## src/rtl/core/mesh_vertex_weld_core_assert.svh

```systemverilog
// Assertion macros for the vertex weld core.
// Each macro expects clk and rst_n in the scope that uses it.
`ifndef MESH_VERTEX_WELD_CORE_ASSERT_SVH
`define MESH_VERTEX_WELD_CORE_ASSERT_SVH

// Same-cycle implication.
`define MVW_ASSERT_NOW(label, ante, cons, msg) \
    label: assert property (@(posedge clk) disable iff (!rst_n) (ante) |-> (cons)) \
        else $error(msg);

// Next-cycle implication.
`define MVW_ASSERT_NEXT(label, ante, cons, msg) \
    label: assert property (@(posedge clk) disable iff (!rst_n) (ante) |=> (cons)) \
        else $error(msg);

`endif

```

## src/rtl/core/mvw_ram.sv

```systemverilog
// Generic single-port-write, single-port-read RAM with registered read data.
// No dependencies.
`default_nettype none

module mvw_ram #(
    parameter int WIDTH = 8,
    parameter int DEPTH = 16
) (
    input  logic                     clk,
    input  logic                     we,
    input  logic [$clog2(DEPTH)-1:0] waddr,
    input  logic [WIDTH-1:0]         wdata,
    input  logic [$clog2(DEPTH)-1:0] raddr,
    output logic [WIDTH-1:0]         rdata
);

    logic [WIDTH-1:0] mem [DEPTH];

    always_ff @(posedge clk)
    begin
        if (we)
        begin
            mem[waddr] <= wdata;
        end
        rdata <= mem[raddr];
    end

endmodule

`default_nettype wire

```

## config.mk

```make
export PLATFORM = sky130hd
export DESIGN_NAME = mvw_ram
export DESIGN_NICKNAME = d
export VERILOG_FILES = /design/src/rtl/core/mesh_vertex_weld_core_assert.svh /design/src/rtl/core/mvw_ram.sv
export SDC_FILE = /design/constraint.sdc
export NUM_CORES = 1
export LEC_CHECK = 0
export BUFFER_PORTS_ARGS = -buffer_cell sky130_fd_sc_hd__buf_2
export CELL_PAD_IN_SITES_DETAIL_PLACEMENT = 0
export CELL_PAD_IN_SITES_GLOBAL_PLACEMENT = 1
export CORE_MARGIN = 5
export CORE_UTILIZATION = 45
export CTS_CLUSTER_SIZE = 10
export DETAILED_ROUTE_END_ITERATION = 16
export PLACE_DENSITY = 0.68
export SKIP_CTS_REPAIR_TIMING = 1
export SKIP_LAST_GASP = 1
export SLEW_MARGIN = 15
export SYNTH_ARGS = -nofsm -noshare
export SYNTH_HDL_FRONTEND = slang
export SYNTH_SLANG_ARGS = --single-unit
```

## constraint.sdc

```tcl
create_clock -name clk -period 2.1 [get_ports clk]
set_input_delay 0.42 -clock clk [delete_from_list [all_inputs] [get_ports clk]]
set_output_delay 0.42 -clock clk [all_outputs]
set_load 0.01 [all_outputs]
```

==> results.py, run 1 <==
metrics = {
    "outcome": {
        "status": "finished, final reports clean",
    },
    "final_layout": {
        "fin_util_pct": 54.8,
        "filler_cell_count": 859,
        "stdcell_count": 441,
        "nets": 303,
        "multi_input_area_sq_um": 1060,
        "diodes": 0,
        "drive_above_1_share_pct": 31.5,
        "syn2layout_area_growth_pct": 20.5,
        "regArea_sq_um": 4000,
    },
    "worst_setup_path": {
        "cp-end-kind": "flip-flop",
        "critPathMaxFanout": 11,
        "slowest_delay_ns": 0.50,
        "path_cells": "buf_2, buf_12, mux4_2, a22oi_1, nand2_1",
        "cp_data_required_time_ns": 2.39,
        "crit_type": "in -> reg",
        "r2r_start": "mem[7][4]",
        "worst_ep_arrival_time_ns": 1.68,
        "r2r_slack_ns": 0.73,
        "r2r_cells": 3,
        "cpMaxStageDelayCell": "mux4_2",
        "worstReg2RegEnd": "rdata[4]",
        "startpoint_type": "primary input",
    },
    "floorplan": {
        "die_x_um": 117,
        "die_y_um": 117,
        "dieArea_sq_um": 13700,
        "start_util_pct": 45.5,
        "core_sq_um": 11300,
        "core.rowCount": 39,
        "io_pins": 26,
    },
    "hold_path": {
        "holdCritPathClass": "in -> reg",
        "min_from": "wdata[5]",
        "holdPathStages": 1,
        "whs_endpoint": "mem[5][5]",
    },
    "drt": {
        "viasPerCell": 5.50,
        "first_iter_violations": 200,
        "drt_drc_violations_left": 0,
        "firstDrtPassIters": 4,
        "vias": 2425,
        "drt-total-wl_um": 9510,
        "routedWlPerCell_um": 21.6,
        "antenna_left": 0,
    },
    "grt": {
        "grt_pass1_vias": 2395,
        "grt_start_max_net_pins": 33,
        "grt.overflow.total": 0,
        "antenna_found_initial": 0,
        "grt_pass1_wl_um": 14700,
        "grtUsageTotal_pct": 15.7,
    },
    "synthesis": {
        "ys.flop_type": "edfxtp_1",
        "ys_warn_count": 0,
        "synthDominantCellAreaShare_pct": 74.7,
        "post_synth.cell_area_avg_sq_um": 22.5,
        "ys_seq_elements": 136,
        "synth_seq_area_share_pct": 77.8,
        "syn-num-nets": 247,
        "yosysMostFrequentCell": "edfxtp_1",
        "synthArstFlopShare_pct": 0,
        "synth_edf_count": 128,
        "syn_inst": 229,
        "netlist_area_sq_um": 5150,
        "synth_cell_type_count": 19,
        "netlist_top_cells_area": "edfxtp_1, mux4_2, mux4_1, dfxtp_1, a22oi_1",
        "post-synth-top-area-cell": "edfxtp_1",
        "ys_top_cells_by_count": "edfxtp_1, mux4_2, a22oi_1, mux4_1, nor2_1",
    },
    "power_and_ir_drop": {
        "ir_drop_uv": 479,
        "p_leak_nw": 2.14,
        "p_per_area_nw_per_um2": 1050,
        "clockPowerShare_pct": 48.5,
        "switching_share_pct": 18.6,
        "switching_power_w": 0.00121,
        "seq_power_share_pct": 47.1,
        "p_int_w": 0.00528,
        "power.total_w": 0.00648,
        "p_comb_share_pct": 4.5,
    },
    "sta": {
        "finalCriticalPeriod_ns": 1.39,
        "relSlewSlack_pct": 72.8,
        "max_freq_ghz": 0.720,
        "hold_ws_ns": 0.392,
        "min_period_over_period_pct": 66.2,
        "final-hold-violation-count": 0,
        "worst_slew_pin_slew_ns": 0.408,
        "report.final.slew_viol_count": 0,
        "worst_clock_skew_ns": 0.00675,
        "rsz0062_at_grt": "false",
        "tns_ns": 0,
        "setup_viol": 0,
    },
    "clock_tree": {
        "cts_sinks": 136,
        "cts_buffer_depth": 2,
        "cts_buffers": 17,
        "path_clk_slew_ns": 0.06,
        "clock_latency_ns": 0.41,
        "cts_tree": "yes",
        "root_buffer": "clkbuf_16",
        "h-tree-depth": 4,
    },
    "placement": {
        "routabilityCongestion": 0.688,
        "placedCellCount": 409,
        "dp_hpwl_um": 6090,
        "port_buffers": 25,
    },
    "flow_run": {
        "maxCapViolations": 0,
    },
}
[critical path: cells and delay by family]
| family | cells | cell delay [ns] |
|---|---|---|
| compound gates | 1 | 0.34 |
| mux | 1 | 0.50 |
| simple gates | 1 | 0.09 |
| buf+inv | 2 | 0.32 |
[power groups by stage]
stage / sequential [W] / clock [W] / combinational, W
detailed placement: 0.00311 / 0 / 0.000295
CTS: 0.00305 / 0.00319 / 0.000295
global placement: 0.00311 / 0 / 0.000290
floorplan: 0.00311 / 0 / 0.000154
finish: 0.00305 / 0.00314 / 0.000289
global route: 0.00306 / 0.00332 / 0.000319
[state kept, by name, summed over array words and instances (netlist names)]
signal,count
mem,128
rdata,8
[area by class of cell]
type	instances	area share (%)
multi-input combinational	83	17.0
sequential	136	64.6
clock buffer	25	7.99
clock inverter	7	2.24
timing repair buffer	47	5.29
tap	143	2.88
[kinds of logic (layout without fill, tap and decap cells)]
kind of cell	Yosys count	count (layout)	synth area share (%)
compound gates	16	16	2.33
buf+inv	10	79	1.68
mux	32	32	15.0
flops	136	136	77.8
simple gates	35	35	3.18
[per-layer routing]
| metal | track usage [%] | up-vias | wire (um) |
|---|---|---|---|
| met5 | 0 | - | 0 |
| met4 | 5.73 | 0 | 117 |
| met3 | 5.30 | 9 | 554 |
| met2 | 22.1 | 76 | 4450 |
| met1 | 23.0 | 1258 | 4390 |
| li1 | - | 1082 | - |
[metrics by stage]
| stage | instance area [sq um] | setup slack (ns) |
|---|---|---|
| 3_3_place_gp | 5570 | 0.294 |
| 4_1_cts | 6200 | 0.738 |
| 3_5_place_dp | 5570 | 0.300 |
| 6_report | 6200 | 0.710 |
| 2_1_floorplan | 5150 | 0.187 |
| 5_1_grt | 6200 | 0.641 |
[how the worst max path moves through the flow]
| stage | from | to | slack, ns |
|---|---|---|---|
| finish | raddr[0] | rdata[4] | 0.71 |
| global route | raddr[0] | rdata[4] | 0.64 |
| CTS | raddr[0] | rdata[1] | 0.74 |
| detailed placement | raddr[0] | rdata[1] | 0.30 |
| global placement | raddr[0] | rdata[1] | 0.29 |
| floorplan | waddr[2] | mem[0][0] | 0.19 |
[layout by cell type (no fill, tap or decap)]
cell	count
clkbuf_8	4
clkinv_2	2
or3b_2	1
buf_12	3
buf_4	19
dfxtp_1	8
nand3_1	1
nor2b_1	1
clkbuf_1	4
and2b_1	1
bufinv_16	4
nor3_1	4
and2_1	1
nor2_1	13
clkinv_4	1
a22oi_1	16
nand3b_1	2
nand2_1	9
nand2b_1	2
buf_2	25
mux4_1	14
clkbuf_16	17
edfxtp_1	128
mux4_2	18
Power figures use the tool's default switching activity.
==> run 2, diff against run 1 <==
- ABC_AREA: default -> 1
- PLACE_DENSITY: 0.68 -> 0.74
- clock period: 2.1 -> 1.4 ns (I/O delays scaled with it)
==> results.py, run 2 <==
metrics = {
    "worst_setup_path": {
        "slowest_delay_ns": 0.33,
        "cp-end-kind": "output port",
        "path_cells": "buf_2",
        "critPathMaxFanout": 1,
        "worst_ep_arrival_time_ns": 0.88,
        "cp_data_required_time_ns": 1.12,
        "startpoint_type": "flip-flop",
        "worst-path-buf-inv": 1,
        "path_delay_family": "flip-flops",
        "cpMaxStageDelayCell": "dfxtp_1",
        "crit_type": "reg -> out",
    },
    "synthesis": {
        "synth_edf_count": 128,
        "syn-num-nets": 569,
        "post_synth.cell_area_avg_sq_um": 10.5,
        "ys.flop_type": "edfxtp_1",
        "synth_top_family_by_area": "simple AND/OR/NAND/NOR gates",
        "synth_seq_area_share_pct": 69.4,
        "post-synth-top-area-cell": "edfxtp_1",
        "synth_cell_type_count": 12,
        "yosys.area_share.simple_pct": 21.0,
        "ys_seq_elements": 136,
        "netlist_top_cells_area": "edfxtp_1, nand2_1, nand3_1, inv_1, dfxtp_1",
        "synth-compound-area-share_pct": 0,
        "yosysMostFrequentCell": "nand2_1",
        "netlist_area_sq_um": 5770,
        "synth_fa_ha_area_share_pct": 0,
        "synth.area.mux_share_pct": 0,
        "ys_warn_count": 0,
        "syn_inst": 551,
        "synthDominantCellAreaShare_pct": 66.7,
        "synthXorXnorAreaFrac_pct": 0,
        "ys_top_cells_by_count": "nand2_1, edfxtp_1, inv_1, nand3_1, nor2_1",
        "synthArstFlopShare_pct": 0,
    },
    "flow_run": {
        "maxCapViolations": 0,
    },
    "sta": {
        "rsz0062_at_grt": "false",
        "worst_slew_pin_slew_ns": 0.373,
        "min_period_over_period_pct": 82.7,
        "final-hold-violation-count": 0,
        "max_freq_ghz": 0.864,
        "tns_ns": 0,
        "finalCriticalPeriod_ns": 1.16,
        "setup_viol": 0,
        "report.final.slew_viol_count": 0,
        "worst_clock_skew_ns": 0.00477,
        "relSlewSlack_pct": 75.2,
    },
    "final_layout": {
        "diodes": 0,
        "syn2layout_area_growth_pct": 17.5,
        "nets": 620,
        "drive_above_1_share_pct": 14.0,
        "largest_register_ffs": 128,
        "max_flop_register": "mem",
        "layout_commonest_cell": "nand2_1",
        "reg_top3": "mem x128, rdata x8",
        "mostFrequentLayoutCells": "nand2_1, edfxtp_1, inv_1",
    },
    "grt": {
        "grt-busiest-layer": "met2",
        "use_met2_pct": 26.9,
        "grt_start_max_net_pins": 65,
        "antenna_found_initial": 0,
        "grtUsageTotal_pct": 18.3,
        "use_met3_pct": 3.71,
        "grt.overflow.total": 0,
        "grt_pass1_wl_um": 20100,
        "grt_pass1_vias": 3755,
        "met1_usage_pct": 26.3,
    },
    "floorplan": {
        "start_util_pct": 45.9,
        "die_x_um": 123,
        "core.rowCount": 41,
        "io_pins": 26,
        "die_y_um": 123,
        "dieArea_sq_um": 15200,
        "core_sq_um": 12600,
    },
    "power_and_ir_drop": {
        "ir_drop_uv": 787,
        "switching_share_pct": 22.0,
        "p_comb_share_pct": 6.3,
        "p_per_area_nw_per_um2": 1350,
        "seq_power_share_pct": 49.9,
        "power.total_w": 0.00917,
        "p_int_w": 0.00715,
        "clockPowerShare_pct": 43.8,
        "switching_power_w": 0.00202,
        "p_leak_nw": 2.96,
    },
    "outcome": {
        "status": "finished, final reports clean",
    },
    "clock_tree": {
        "cts_buffer_depth": 2,
        "clock_latency_ns": 0.42,
        "cts_buffers": 17,
        "h-tree-depth": 4,
        "cts_tree": "yes",
        "path_clk_slew_ns": 0.06,
        "root_buffer": "clkbuf_16",
        "cts_sinks": 136,
    },
    "drt": {
        "viasPerCell": 4.83,
        "drt_drc_violations_left": 0,
        "vias": 3799,
        "first_iter_violations": 312,
        "antenna_left": 0,
        "routedWlPerCell_um": 15.9,
        "drt-total-wl_um": 12500,
        "firstDrtPassIters": 4,
    },
    "hold_path": {
        "holdCritPathClass": "in -> reg",
    },
    "placement": {
        "dp_hpwl_um": 7960,
        "port_buffers": 25,
        "routabilityCongestion": 0.808,
    },
}
==> run 2: area by class of cell <==
class	instances	area [sq um]
fillers	1096	5790
clock buffers	18	429
inverters	102	383
flip-flops and latches	136	4000
clock inverters	14	110
well taps	172	215
repair buffers	56	420
multi-input cells	289	1210
==> run 2: through the flow <==
step | hold slack (ns) | utilization (%) | instances | area [sq um] | worst slack, ns
6_report | 0.236 | 53.9 | 787 | 6780 | 0.242
5_1_grt | 0.246 | 53.9 | 787 | 6780 | 0.204
4_1_cts | 0.219 | 53.9 | 787 | 6780 | 0.215
3_5_place_dp | 0.652 | 49.6 | 755 | 6240 | 0.0304
3_3_place_gp | 0.638 | 49.6 | 755 | 6240 | 0.0343
2_1_floorplan | 0.379 | - | 551 | 5770 | 0.169
==> run 2: power by group through the flow <==
stage	clock [W]	combinational (W)	sequential, W
floorplan	0	0.000321	0.00467
global placement	0	0.000580	0.00466
detailed placement	0	0.000586	0.00466
CTS	0.00409	0.000589	0.00458
global route	0.00429	0.000653	0.00458
finish	0.00401	0.000579	0.00458
==> run 2: worst paths after layout <==
path | startpoint | end | slack [ns] | cells after the start
worst max register to register | mem[5][3] | rdata[3] | 0.39 | 6
worst max-delay path | rdata[1] | rdata[1] | 0.24 | 1
worst min-delay path | raddr[2] | rdata[2] | 0.24 | 4
worst min register to register | mem[12][1] | rdata[1] | 0.65 | 6
==> run 2: cells by family after synthesis <==
family,count (synthesis)
AND/OR/NAND/NOR,289
flip-flops,136
buffers and inverters,126
==> run 2: routing by layer <==
layer	up-vias	wire, um
met5	-	0
met4	0	201
met3	16	606
met2	94	5830
met1	1810	5850
li1	1879	-
