===== src/rtl/core/mesh_vertex_weld_core_assert.svh =====
// Assertion macros for the vertex weld core.
// Each macro expects clk and rst_n in the scope that uses it.
`ifndef MESH_VERTEX_WELD_CORE_ASSERT_SVH
`define MESH_VERTEX_WELD_CORE_ASSERT_SVH

// Same-cycle implication.
`define MVW_ASSERT_NOW(label, ante, cons, msg) \
    label: assert property (@(posedge clk) disable iff (!rst_n) (ante) |-> (cons)) \
        else $error(msg);

// Next-cycle implication.
`define MVW_ASSERT_NEXT(label, ante, cons, msg) \
    label: assert property (@(posedge clk) disable iff (!rst_n) (ante) |=> (cons)) \
        else $error(msg);

`endif


===== src/rtl/core/mvw_pkg.sv =====
// Shared types and constants of the vertex weld core.
// No dependencies; the core modules that use it refer to it by scoped names.
`default_nettype none

package mvw_pkg;

    localparam int COORD_W      = 32;
    localparam int TOL_W        = 31;
    localparam int MAX_VERTICES = 4096;
    localparam int IDX_W        = $clog2(MAX_VERTICES);
    localparam int CNT_W        = IDX_W + 1;
    localparam int RANK_W       = 5;
    localparam int SQ_W         = 2 * TOL_W;
    localparam int SUM_W        = SQ_W + 2;

    localparam logic [TOL_W-1:0] TOL_RESET  = TOL_W'(65536);
    localparam logic [CNT_W-1:0] CNT_FULL   = CNT_W'(MAX_VERTICES);
    localparam logic [RANK_W-1:0] RANK_NONE = RANK_W'(27);

    typedef enum logic [2:0] {
        ST_IDLE,
        ST_DIV,
        ST_SCAN,
        ST_DRAIN,
        ST_DONE
    } mvw_state_t;

    typedef struct packed {
        logic signed [COORD_W-1:0] x;
        logic signed [COORD_W-1:0] y;
        logic signed [COORD_W-1:0] z;
        logic signed [COORD_W-1:0] cx;
        logic signed [COORD_W-1:0] cy;
        logic signed [COORD_W-1:0] cz;
    } mvw_entry_t;

    typedef struct packed {
        logic             valid;
        logic [IDX_W-1:0] idx;
    } mvw_tag_t;

    typedef struct packed {
        logic             busy;
        logic             found;
        logic [IDX_W-1:0] idx;
    } mvw_best_t;

    function automatic logic unit_offset(input logic [COORD_W:0] v);
        unit_offset = (v == '0) || (v == (COORD_W + 1)'(1)) || (v == '1);
    endfunction

    function automatic logic [COORD_W:0] abs_diff(input logic [COORD_W:0] d);
        abs_diff = d[COORD_W] ? ((COORD_W + 1)'(0) - d) : d;
    endfunction

endpackage

`default_nettype wire


===== src/rtl/core/mvw_div.sv =====
// Iterative floor divider: signed coordinate by unsigned tolerance, one bit per cycle.
// Depends on mvw_pkg.
`default_nettype none

module mvw_div (
    input  logic                                clk,
    input  logic                                rst_n,
    input  logic                                start,
    input  logic signed [mvw_pkg::COORD_W-1:0]  dividend,
    input  logic [mvw_pkg::TOL_W-1:0]           divisor,
    output logic                                done,
    output logic signed [mvw_pkg::COORD_W-1:0]  quotient
);

    localparam int STEP_W = $clog2(mvw_pkg::COORD_W);
    localparam logic [STEP_W-1:0] LAST_STEP = STEP_W'(mvw_pkg::COORD_W - 1);

    logic                          busy_reg, busy_next;
    logic                          fin_reg, fin_next;
    logic                          done_reg, done_next;
    logic [STEP_W-1:0]             cnt_reg, cnt_next;
    logic                          neg_reg;
    logic [mvw_pkg::COORD_W-1:0]   rem_reg, quo_reg;
    logic [mvw_pkg::TOL_W-1:0]     dvs_reg;
    logic signed [mvw_pkg::COORD_W-1:0] q_reg;

    logic [mvw_pkg::COORD_W-1:0]   trial;
    logic [mvw_pkg::COORD_W-1:0]   dvs_ext;
    logic                          ge;
    logic [mvw_pkg::COORD_W-1:0]   mag;

    assign dvs_ext = mvw_pkg::COORD_W'(dvs_reg);
    assign trial   = {rem_reg[mvw_pkg::COORD_W-2:0], quo_reg[mvw_pkg::COORD_W-1]};
    assign ge      = (trial >= dvs_ext);
    assign mag     = dividend[mvw_pkg::COORD_W-1]
                   ? (mvw_pkg::COORD_W'(~dividend) + mvw_pkg::COORD_W'(1))
                   : mvw_pkg::COORD_W'(dividend);

    always_comb
    begin
        busy_next = busy_reg;
        fin_next  = 1'b0;
        done_next = fin_reg;
        cnt_next  = cnt_reg;
        if (start)
        begin
            busy_next = 1'b1;
            cnt_next  = '0;
        end
        else if (busy_reg)
        begin
            cnt_next = cnt_reg + STEP_W'(1);
            if (cnt_reg == LAST_STEP)
            begin
                busy_next = 1'b0;
                fin_next  = 1'b1;
            end
        end
    end

    always_ff @(posedge clk or negedge rst_n)
    begin
        if (!rst_n)
        begin
            busy_reg <= 1'b0;
            fin_reg  <= 1'b0;
            done_reg <= 1'b0;
            cnt_reg  <= '0;
        end
        else
        begin
            busy_reg <= busy_next;
            fin_reg  <= fin_next;
            done_reg <= done_next;
            cnt_reg  <= cnt_next;
        end
    end

    always_ff @(posedge clk)
    begin
        if (start)
        begin
            neg_reg <= dividend[mvw_pkg::COORD_W-1];
            quo_reg <= mag;
            rem_reg <= '0;
            dvs_reg <= divisor;
        end
        else if (busy_reg)
        begin
            rem_reg <= ge ? (trial - dvs_ext) : trial;
            quo_reg <= {quo_reg[mvw_pkg::COORD_W-2:0], ge};
        end
        if (fin_reg)
        begin
            if (!neg_reg)
            begin
                q_reg <= quo_reg;
            end
            else if (rem_reg != '0)
            begin
                q_reg <= ~quo_reg;
            end
            else
            begin
                q_reg <= mvw_pkg::COORD_W'(0) - quo_reg;
            end
        end
    end

    assign done     = done_reg;
    assign quotient = q_reg;

endmodule

`default_nettype wire


===== config.mk =====
export PLATFORM = sky130hd
export DESIGN_NAME = mvw_div
export DESIGN_NICKNAME = d
export VERILOG_FILES = /design/src/rtl/core/mesh_vertex_weld_core_assert.svh /design/src/rtl/core/mvw_pkg.sv /design/src/rtl/core/mvw_div.sv
export SDC_FILE = /design/constraint.sdc
export NUM_CORES = 1
export LEC_CHECK = 0
export BUFFER_PORTS_ARGS = -buffer_cell sky130_fd_sc_hd__buf_4
export CAP_MARGIN = 20
export CORE_MARGIN = 5
export CORE_UTILIZATION = 59
export CTS_BUF_LIST = sky130_fd_sc_hd__clkbuf_8 sky130_fd_sc_hd__clkbuf_16
export DETAILED_ROUTE_END_ITERATION = 6
export GPL_TIMING_DRIVEN = 0
export PLACE_DENSITY_LB_ADDON = 0.25
export SLEW_MARGIN = 20
export SYNTH_ARGS = -nofsm -noshare
export SYNTH_HDL_FRONTEND = slang
export SYNTH_SLANG_ARGS = --single-unit

===== constraint.sdc =====
create_clock -name clk -period 3.45 [get_ports clk]
set_input_delay 0.345 -clock clk [delete_from_list [all_inputs] [get_ports clk]]
set_output_delay 0.345 -clock clk [all_outputs]
set_load 0.01 [all_outputs]

==> flow_metrics.env, run 1 <==
export IMPL_fmax_mhz=309
export IMPL_drc_errors=0
export IMPL_status="finished clean"
export IMPL_ios=99
export IMPL_endpoint="rem_reg[9]"
export IMPL_core_area_um2=13800
export IMPL_layout_commonest_cell="buf_4"
export IMPL_async_flop_share=0.0588
export IMPL_syn_area_um2=8280
export IMPL_grt_max_degree=34
export IMPL_slew_violations=0
export IMPL_routed_wl_mm=20.5
export IMPL_path_class="register to register"
export IMPL_synth_main_ff_cell="edfxtp_1"
export IMPL_fin_skew_ps=7.76
export IMPL_period_minus_slack_ps=3230
export IMPL_synth_edff_count=96
export IMPL_setup_viol=0
export IMPL_cp_max_fo=10
export IMPL_post_cts_buffers=0
export IMPL_dieArea_um2=16500
export IMPL_portBuffers=98
export IMPL_clk_pin_slew_ps=60
export IMPL_startpoint="quo_reg[31]"
export IMPL_p_total_mw=4.13
export IMPL_layout_common_cells="buf_4, edfxtp_1, nand2_1, nor2_1, a21oi_1"
export IMPL_seqPwrFrac=0.472
export IMPL_post_cts_resized=0
export IMPL_highest_layer="met4"
export IMPL_syn_instance_count=845
export IMPL_hold_path_class="primary input to register"
export IMPL_wl_per_cell_um=17.7
export IMPL_start_util=0.598
export IMPL_p_comb_frac=0.126
export IMPL_drive_above_1_share=0.168
export IMPL_cts_tree="done"
export IMPL_synth_seq_cells=136
export IMPL_p_sw_frac=0.255
export IMPL_rsz0062_at_grt="false"
export IMPL_syn2layout_area_growth_pct=18.3
export IMPL_finalHoldViolations=0
export IMPL_htree_levels=4
export IMPL_nets=1065
export IMPL_end_kind="register"
export IMPL_period_share=0.937
export IMPL_tightest_slew_ps=770
export IMPL_yosys_area_top_type="edfxtp_1"
export IMPL_ys_warnings_count=0
export IMPL_cp_data_arrival_time_ps=3550
export IMPL_power_density_nw_per_um2=422
export IMPL_routed_via_density=6.04
export IMPL_r2r_start="quo_reg[31]"
export IMPL_switchingPower_mw=1.05
export IMPL_slew_headroom=0.484
export IMPL_m1WireLength_mm=8.50
export IMPL_insertion_delay_ps=430
export IMPL_cp_required_ps=3770
export IMPL_cts_hold_buf=1
export IMPL_avgSynthCellArea_um2=9.79
export IMPL_track_usage=0.251
export IMPL_intPower_mw=3.07
export IMPL_synth_top_area_frac=0.348
export IMPL_clk_path_buf_depth=2
export IMPL_critPathLaunchType="register"
export IMPL_syn_num_nets=947
export IMPL_maxCapViolations=0
export IMPL_die_h_um=128
export IMPL_gp_congestion=0.915
export IMPL_reg2reg_slack_ps=220
export IMPL_root_buffer="clkbuf_16"
export IMPL_dieWidth_um=128
export IMPL_diodes=0
export IMPL_rows=43
export IMPL_reg2regPathDepth=12
export IMPL_cts_buffers=17
export IMPL_synth_area_top_cells="edfxtp_1, dfxtp_1, ha_1, xnor2_1, xor2_1"
export IMPL_grt_remaining_overflow=0
export IMPL_clkPwrFrac=0.402
export IMPL_vias=6979
export IMPL_clock_sinks=136
export IMPL_preCtsSetupSlack_ps=314
export IMPL_wl_met3_mm=1.59
export IMPL_ys_types=73
export IMPL_ys_seq_area_frac=0.450
export IMPL_grt_pass1_vias=6592
export IMPL_ant_nets=0
export IMPL_dp_hpwl_mm=15.0
export IMPL_wl_met2_mm=9.83
export IMPL_dr_first_iter_drc_count=663
export IMPL_firstDrtPassIters=7
export IMPL_leakage_nw=4.04
export IMPL_r2r_end="rem_reg[9]"
export IMPL_antenna_found_initial=0
export IMPL_fin_setup_tns_ps=0
export IMPL_fin_ws_ps=219
export IMPL_grt_pass1_wl_mm=32.6
export IMPL_vdd_drop_max_mv=0.275
critical path, stage by stage (launching register included):
cell and delay, ps:
edfxtp_1 370, inv_1 90, ha_1 240, fa_1 410
nor2b_1 190, o2111ai_1 200, a21oi_1 210, o21ai_0 180
a21o_4 280, nand2_1 110, clkbuf_1 400, nand2_1 120
a311oi_1 330
kinds of logic (layout without fill, tap and decap cells):
family          after synthesis  in the layout  share of synthesized area
compound gates              219            219                      0.180
xor+xnor                     83             83                     0.0878
fa+ha+maj                    36             36                     0.0553
buf+inv                      85            216                     0.0420
flops                       136            136                      0.450
mux                          23             23                     0.0283
simple gates                263            263                      0.156
cell type report:
class	instances	area, um2
Inverter	43	161
Multi-Input combinational cell	624	4200
Tap cell	180	225
Buffer	42	186
Timing Repair Buffer	99	746
Clock buffer	17	425
Fill cell	1106	4040
Clock inverter	15	114
Sequential cell	136	3720
metrics by stage:
step	std cells	hold WS, ps	utilization	instance area (um2)
final	1156	90.1	0.708	9790
after detailed placement	1123	172	0.668	9240
after CTS	1156	79.5	0.708	9790
after global routing	1156	77.7	0.708	9790
after floorplan	845	49.4	-	8280
after global placement	1123	171	0.668	9240
cell usage after synthesis, types with 9 or more instances:
master    number
edfxtp_1      96
nand2_1       86
nor2_1        75
a21oi_1       65
inv_1         43
xnor2_1       43
o21ai_0       42
xor2_1        40
ha_1          35
dfxtp_1       32
clkbuf_1      29
a21o_1        20
mux2i_1       20
a211oi_1      14
nand4_1       13
a311oi_1      12
o31ai_1       11
or3_1         11
nor4_1        10
nand3_1        9
how the worst min path moves through the flow:
| stage | start | to | slack (ps) | cells after the start |
|---|---|---|---|---|
| finish | divisor[0] | dvs_reg[0] | 90 | 1 |
| global route | divisor[12] | dvs_reg[12] | 80 | 1 |
| floorplan | rst_n | busy_reg | 50 | 0 |
| global placement | rst_n | done | 170 | 1 |
| detailed placement | rst_n | cnt_reg[0] | 170 | 1 |
| CTS | divisor[12] | dvs_reg[12] | 80 | 1 |
per-layer routing:
layer  global-route usage  vias to the layer above
met1                0.318                     3281
met4                0.105                        0
li1                     -                     3322
met5                    0                        -
met3               0.0581                       58
met2                0.415                      318
power by group through the flow:
| stage | logic, mW | registers, mW | clock network (mW) |
|---|---|---|---|
| 2_1_floorplan | 0.344 | 1.95 | 0 |
| 4_1_cts | 0.518 | 1.94 | 1.68 |
| 3_5_place_dp | 0.514 | 1.98 | 0 |
| 6_report | 0.522 | 1.95 | 1.66 |
| 5_1_grt | 0.577 | 1.96 | 1.75 |
| 3_3_place_gp | 0.498 | 1.97 | 0 |
Note: power is estimated with default switching activity, not from simulation.
==> inputs of run 2 (changes only) <==
--- a/config.mk
+++ b/config.mk
@@ -5,10 +5,11 @@
 export SDC_FILE = /design/constraint.sdc
 export NUM_CORES = 1
 export LEC_CHECK = 0
+export ABC_AREA = 1
 export BUFFER_PORTS_ARGS = -buffer_cell sky130_fd_sc_hd__buf_4
 export CAP_MARGIN = 20
 export CORE_MARGIN = 5
-export CORE_UTILIZATION = 59
+export CORE_UTILIZATION = 60
 export CTS_BUF_LIST = sky130_fd_sc_hd__clkbuf_8 sky130_fd_sc_hd__clkbuf_16
 export DETAILED_ROUTE_END_ITERATION = 6
 export GPL_TIMING_DRIVEN = 0
==> constraint.sdc (replaced) <==
create_clock -name clk -period 3.45 [get_ports clk]
set_input_delay 0.345 -clock clk [delete_from_list [all_inputs] [get_ports clk]]
set_output_delay 0.345 -clock clk [all_outputs]
set_load 0.1 [all_outputs]
==> flow_metrics.env, run 2 <==
export IMPL_cts_buffers=17
export IMPL_ys_seq_area_frac=0.383
export IMPL_reg2regPathDepth=16
export IMPL_reg2reg_slack_ps=770
export IMPL_whs_ps=87.7
export IMPL_slew_headroom=0.480
export IMPL_vdd_drop_max_mv=0.546
export IMPL_track_usage=0.305
export IMPL_clk_pin_slew_ps=70
export IMPL_clk_path_buf_depth=2
export IMPL_fin_skew_ps=13.7
export IMPL_synth_most_common_cell="nand2_1"
export IMPL_firstDrtPassIters=5
export IMPL_layout_common_cells="nand2_1, inv_1, nand3_1, nor2_1, buf_4"
export IMPL_r2r_start="quo_reg[31]"
export IMPL_portBuffers=98
export IMPL_antenna_found_initial=0
export IMPL_syn_num_nets=1498
export IMPL_dr_first_iter_drc_count=1122
export IMPL_cts_tree="done"
export IMPL_post_cts_resized=0
export IMPL_htree_levels=4
export IMPL_wl_per_cell_um=16.2
export IMPL_routed_wl_mm=28.2
export IMPL_holdPathEnd="dvs_reg[26]"
export IMPL_dieWidth_um=137
export IMPL_die_h_um=137
export IMPL_insertion_delay_ps=430
export IMPL_finalHoldViolations=0
export IMPL_grt_remaining_overflow=0
export IMPL_grt_pass1_vias=8624
export IMPL_p_total_mw=7.60
export IMPL_leakage_nw=5.62
export IMPL_routed_via_density=5.53
export IMPL_critPathLaunchType="register"
export IMPL_cp_max_fo=10
export IMPL_ios=99
export IMPL_synth_commonest_cells="nand2_1, inv_1, nand3_1"
export IMPL_slew_violations=0
export IMPL_syn2layout_area_growth_pct=16.2
export IMPL_gp_congestion=1.00
export IMPL_cp_data_arrival_time_ps=2990
export IMPL_start_util=0.613
export IMPL_fmax_mhz=373
export IMPL_synth_edff_count=96
export IMPL_synth_seq_cells=136
export IMPL_tightest_slew_ps=780
export IMPL_grt_max_degree=34
export IMPL_hold_start="divisor[26]"
export IMPL_dieArea_um2=18900
export IMPL_path_class="register to register"
export IMPL_async_flop_share=0.0588
export IMPL_period_share=0.777
export IMPL_rows=46
export IMPL_layout_commonest_cell="nand2_1"
export IMPL_drive_above_1_share=0.112
export IMPL_ys_warnings_count=0
export IMPL_r2r_end="rem_reg[31]"
export IMPL_post_cts_buffers=0
export IMPL_grt_pass1_wl_mm=44.5
export IMPL_power_density_nw_per_um2=672
export IMPL_rsz0062_at_grt="false"
export IMPL_hold_depth=1
export IMPL_vias=9647
export IMPL_nets=1617
export IMPL_maxCapViolations=0
export IMPL_synth_area_top_cells="edfxtp_1, nand2_1, inv_1, nand3_1, dfxtp_1"
export IMPL_ant_nets=0
export IMPL_drc_errors=0
export IMPL_syn_area_um2=9730
export IMPL_cp_required_ps=3760
export IMPL_synth_top_area_frac=0.296
export IMPL_synth_main_ff_cell="edfxtp_1"
export IMPL_ys_types=47
export IMPL_period_minus_slack_ps=2680
export IMPL_avgSynthCellArea_um2=6.97
export IMPL_core_area_um2=15900
export IMPL_n_fill_cell=1420
export IMPL_end_kind="register"
export IMPL_dp_hpwl_mm=21.8
export IMPL_clock_sinks=136
export IMPL_yosys_area_top_type="edfxtp_1"
export IMPL_hold_path_class="primary input to register"
export IMPL_root_buffer="clkbuf_16"
export IMPL_setup_viol=0
export IMPL_syn_instance_count=1396
export IMPL_status="finished clean"
export IMPL_diodes=0
run 2: cell types whose count changed after synthesis, sizes merged, moves of 14 or more:
cell	change
a21oi	-30
inv	+201
nand2	+353
a211oi	-14
o21ai	+22
a21o	-21
nand3	+143
nor3	+14
xnor2	-25
mux2i	-20
nor2	+34
run 2: per-layer routing:
metal  GRT usage  share of wire
met5           0              0
met4      0.0776          0.016
met3      0.0566           0.11
met2       0.433           0.41
met1       0.476           0.46
run 2: final cells by class:
class                           count  area [um2]  share of cell area
Timing Repair Buffer              100         766              0.0677
Tap cell                          216         270              0.0239
Clock buffer                       17         425              0.0376
Sequential cell                   136        3720               0.329
Multi-Input combinational cell    982        4910               0.434
Buffer                             33         175              0.0155
Inverter                          245         920              0.0813
Clock inverter                     15         115              0.0102
run 2: kinds of logic after synthesis:
logic type | count (synthesis) | share of synthesized area
xor+xnor | 49 | 0.0441
buf+inv | 278 | 0.112
simple gates | 774 | 0.344
flops | 136 | 0.383
fa+ha+maj | 36 | 0.0471
compound gates | 123 | 0.0698
run 2: worst max-delay path by stage:
stage / slack (ps) / cells past startpoint / endpoint / start
after global routing: 640 / 16 / rem_reg[22] / quo_reg[31]
after CTS: 820 / 16 / rem_reg[22] / quo_reg[31]
after detailed placement: 840 / 16 / rem_reg[22] / quo_reg[31]
final: 770 / 16 / rem_reg[31] / quo_reg[31]
after global placement: -20 / 5 / quo_reg[10] / start
after floorplan: 1130 / 4 / quo_reg[0] / start
run 2: through the flow:
step                      worst slack [ps]  utilization  std cells  instance area [um2]  TNS (ps)
after floorplan                       1130            -       1396                 9730         0
after CTS                              824        0.712       1744                11300         0
after global placement               -23.1        0.676       1710                10700      -685
final                                  768        0.712       1744                11300         0
after global routing                   642        0.712       1744                11300         0
after detailed placement               845        0.677       1711                10800         0
run 2: worst max-delay path, cell delays in order, from the launching register on:
cell and delay, ps:
edfxtp_1 360, inv_1 100, ha_1 240, fa_1 420, inv_1 100, nand3_1 80, nand2_2 140, nand2_1 80
nand2_2 110, nand2_1 90, nand3_2 80, nand2_4 80, nand2_4 140, buf_6 190, nand3_2 70, nand3_1 170
nand2_1 80
run 2: where the power goes:
| part | leakage (nW) | internal [mW] | switching [mW] |
|---|---|---|---|
| combinational | 4.04 | 1.27 | 2.36 |
| sequential | 1.32 | 2.04 | 0.236 |
| clock | 0.269 | 0.978 | 0.722 |
run 2: timing repair:
| action | CTS | global route |
|---|---|---|
| hold endpoints to repair | 8 | 0 |
| hold buffers | 1 | 0 |
| endpoints found under the setup margin | 0 | 0 |
==> inputs of run 3 (changes only) <==
==> constraint.sdc (replaced) <==
create_clock -name clk -period 2.5 [get_ports clk]
set_input_delay 0.25 -clock clk [delete_from_list [all_inputs] [get_ports clk]]
set_output_delay 0.25 -clock clk [all_outputs]
set_load 0.1 [all_outputs]
==> flow_metrics.env, run 3 (synthesis results as in run 2) <==
export IMPL_crit_chain="inv_2, ha_2, fa_2, inv_1, nand3_1, nand2_2, nand2_1, nand2_2, nand2_1, nand3_2, nand2_4, nand2_8, buf_6, nand2_1, nand3_1, o21ai_1"
export IMPL_status="finished clean"
export IMPL_setup_viol=0
export IMPL_core_area_um2=15900
export IMPL_slew_violations=0
export IMPL_start_util=0.613
export IMPL_vias=9827
export IMPL_r2r_end="rem_reg[3]"
export IMPL_reg2regPathDepth=16
export IMPL_insertion_delay_ps=430
export IMPL_maxCapViolations=0
export IMPL_rsz0062_at_grt="true"
export IMPL_nets=1643
export IMPL_diodes=0
export IMPL_dr_first_iter_drc_count=1118
export IMPL_cts_buffers=17
export IMPL_rows=46
export IMPL_p_comb_frac=0.489
export IMPL_htree_levels=4
export IMPL_dieWidth_um=137
export IMPL_seqPwrFrac=0.293
export IMPL_multiInputGateArea_um2=4940
export IMPL_fin_setup_tns_ps=0
export IMPL_path_common_cell="nand2_1"
export IMPL_instances_no_fill=1770
export IMPL_switchingPower_mw=4.68
export IMPL_fin_skew_ps=13.2
export IMPL_cp_required_ps=2800
export IMPL_clock_sinks=136
export IMPL_cp_slowest_cell="edfxtp_1"
export IMPL_intPower_mw=6.06
export IMPL_drc_errors=0
export IMPL_syn2layout_area_growth_pct=19.2
export IMPL_gp_congestion=1.00
export IMPL_vdd_drop_max_mv=0.799
export IMPL_hold_depth=1
export IMPL_clk_pin_slew_ps=70
export IMPL_drive_above_1_share=0.118
export IMPL_dieArea_um2=18900
export IMPL_p_sw_frac=0.436
export IMPL_cts_tree="done"
export IMPL_portBuffers=98
export IMPL_seqCellArea_um2=3720
export IMPL_layout_common_cells="nand2_1, inv_1, nand3_1, buf_4, nor2_1"
export IMPL_grt_remaining_overflow=0
export IMPL_clk_path_buf_depth=2
export IMPL_clkPwrFrac=0.219
export IMPL_holdPathEnd="dvs_reg[27]"
export IMPL_finalHoldViolations=0
export IMPL_firstDrtPassIters=6
export IMPL_max_stage_delay_ps=370
export IMPL_root_buffer="clkbuf_16"
export IMPL_cp_top_family="simple AND/OR/NAND/NOR gates"
export IMPL_cp_num_buf_inv=3
export IMPL_path_class="register to register"
export IMPL_wl_per_cell_um=16.6
export IMPL_critPathLaunchType="register"
export IMPL_fin_util=0.730
export IMPL_ios=99
export IMPL_antenna_found_initial=1
export IMPL_dp_hpwl_mm=21.8
export IMPL_routed_wl_mm=29.5
export IMPL_dp_cells=1711
export IMPL_track_usage=0.313
export IMPL_hold_path_class="primary input to register"
export IMPL_fmax_mhz=402
export IMPL_grt_pass1_vias=8835
export IMPL_slew_headroom=0.481
export IMPL_die_h_um=137
export IMPL_hold_start="divisor[27]"
export IMPL_cp_data_arrival_time_ps=2790
export IMPL_power_density_nw_per_um2=926
export IMPL_grt_pass1_wl_mm=45.7
export IMPL_tightest_slew_ps=776
export IMPL_whs_ps=1.81
export IMPL_n_fill_cell=1357
export IMPL_leakage_nw=5.75
export IMPL_ant_nets=0
export IMPL_period_share=0.996
export IMPL_reg2reg_slack_ps=10
export IMPL_grt_max_degree=34
export IMPL_period_minus_slack_ps=2490
export IMPL_r2r_start="quo_reg[31]"
export IMPL_cp_max_fo=10
export IMPL_end_kind="register"
export IMPL_routed_via_density=5.55
export IMPL_layout_commonest_cell="nand2_1"
==> run 3: cell types whose count changed in the layout (fill, tap and decap cells not counted), sizes merged <==
cell / before / now
buf: 116 / 121
clkbuf: 33 / 34
dlygate4sd3: 1 / 21
==> run 3: stage by stage <==
stage / power, mW / area [um2] / worst slack [ps]
4_1_cts: 10.4 / 11500 / -16.0
2_1_floorplan: 6.68 / 9730 / 275
3_3_place_gp: 7.92 / 10700 / -878
3_5_place_dp: 8.01 / 10800 / -105
5_1_grt: 11.4 / 11600 / -113
6_report: 10.7 / 11600 / 10.3
==> run 3: power by group through the flow <==
stage                     combinational, mW  sequential [mW]  clock, mW
after detailed placement               4.85             3.16          0
after floorplan                        3.63             3.05          0
after global routing                   5.81             3.17       2.46
after CTS                              4.98             3.12       2.34
after global placement                 4.77             3.15          0
final                                  5.25             3.14       2.35
==> run 3: layer usage <==
layer  up-vias  part of all wire  track usage
met2       526              0.43        0.461
met3        51              0.11       0.0584
met5         -           0.00044            0
met1      4470              0.45        0.478
li1       4778                 -            -
met4         2             0.015       0.0759
==> run 3: cell type report <==
class                   count  area share
repair buffers            126      0.0872
clock inverters            15     0.00992
clock buffers              17      0.0367
multi-input cells         982       0.426
well taps                 216      0.0233
flip-flops and latches    136       0.321
plain buffers              33      0.0164
inverters                 245      0.0793
==> run 3: worst max-delay path by stage <==
| stage | start | to | slack, ps | cells after the start |
|---|---|---|---|---|
| 6_report | quo_reg[31] | rem_reg[3] | 10 | 16 |
| 5_1_grt | quo_reg[31] | rem_reg[20] | -110 | 16 |
| 4_1_cts | quo_reg[31] | rem_reg[22] | -20 | 16 |
| 3_5_place_dp | quo_reg[31] | rem_reg[22] | -110 | 16 |
| 3_3_place_gp | start | quo_reg[10] | -880 | 5 |
| 2_1_floorplan | start | quo_reg[0] | 270 | 4 |
==> run 3: repair_timing <==
item	in CTS	in global routing
hold buffers	18	3
setup endpoints to repair	30	33
setup buffers	0	6
endpoints found under the hold margin	25	3
resized for setup	4	7
pin swaps	0	1
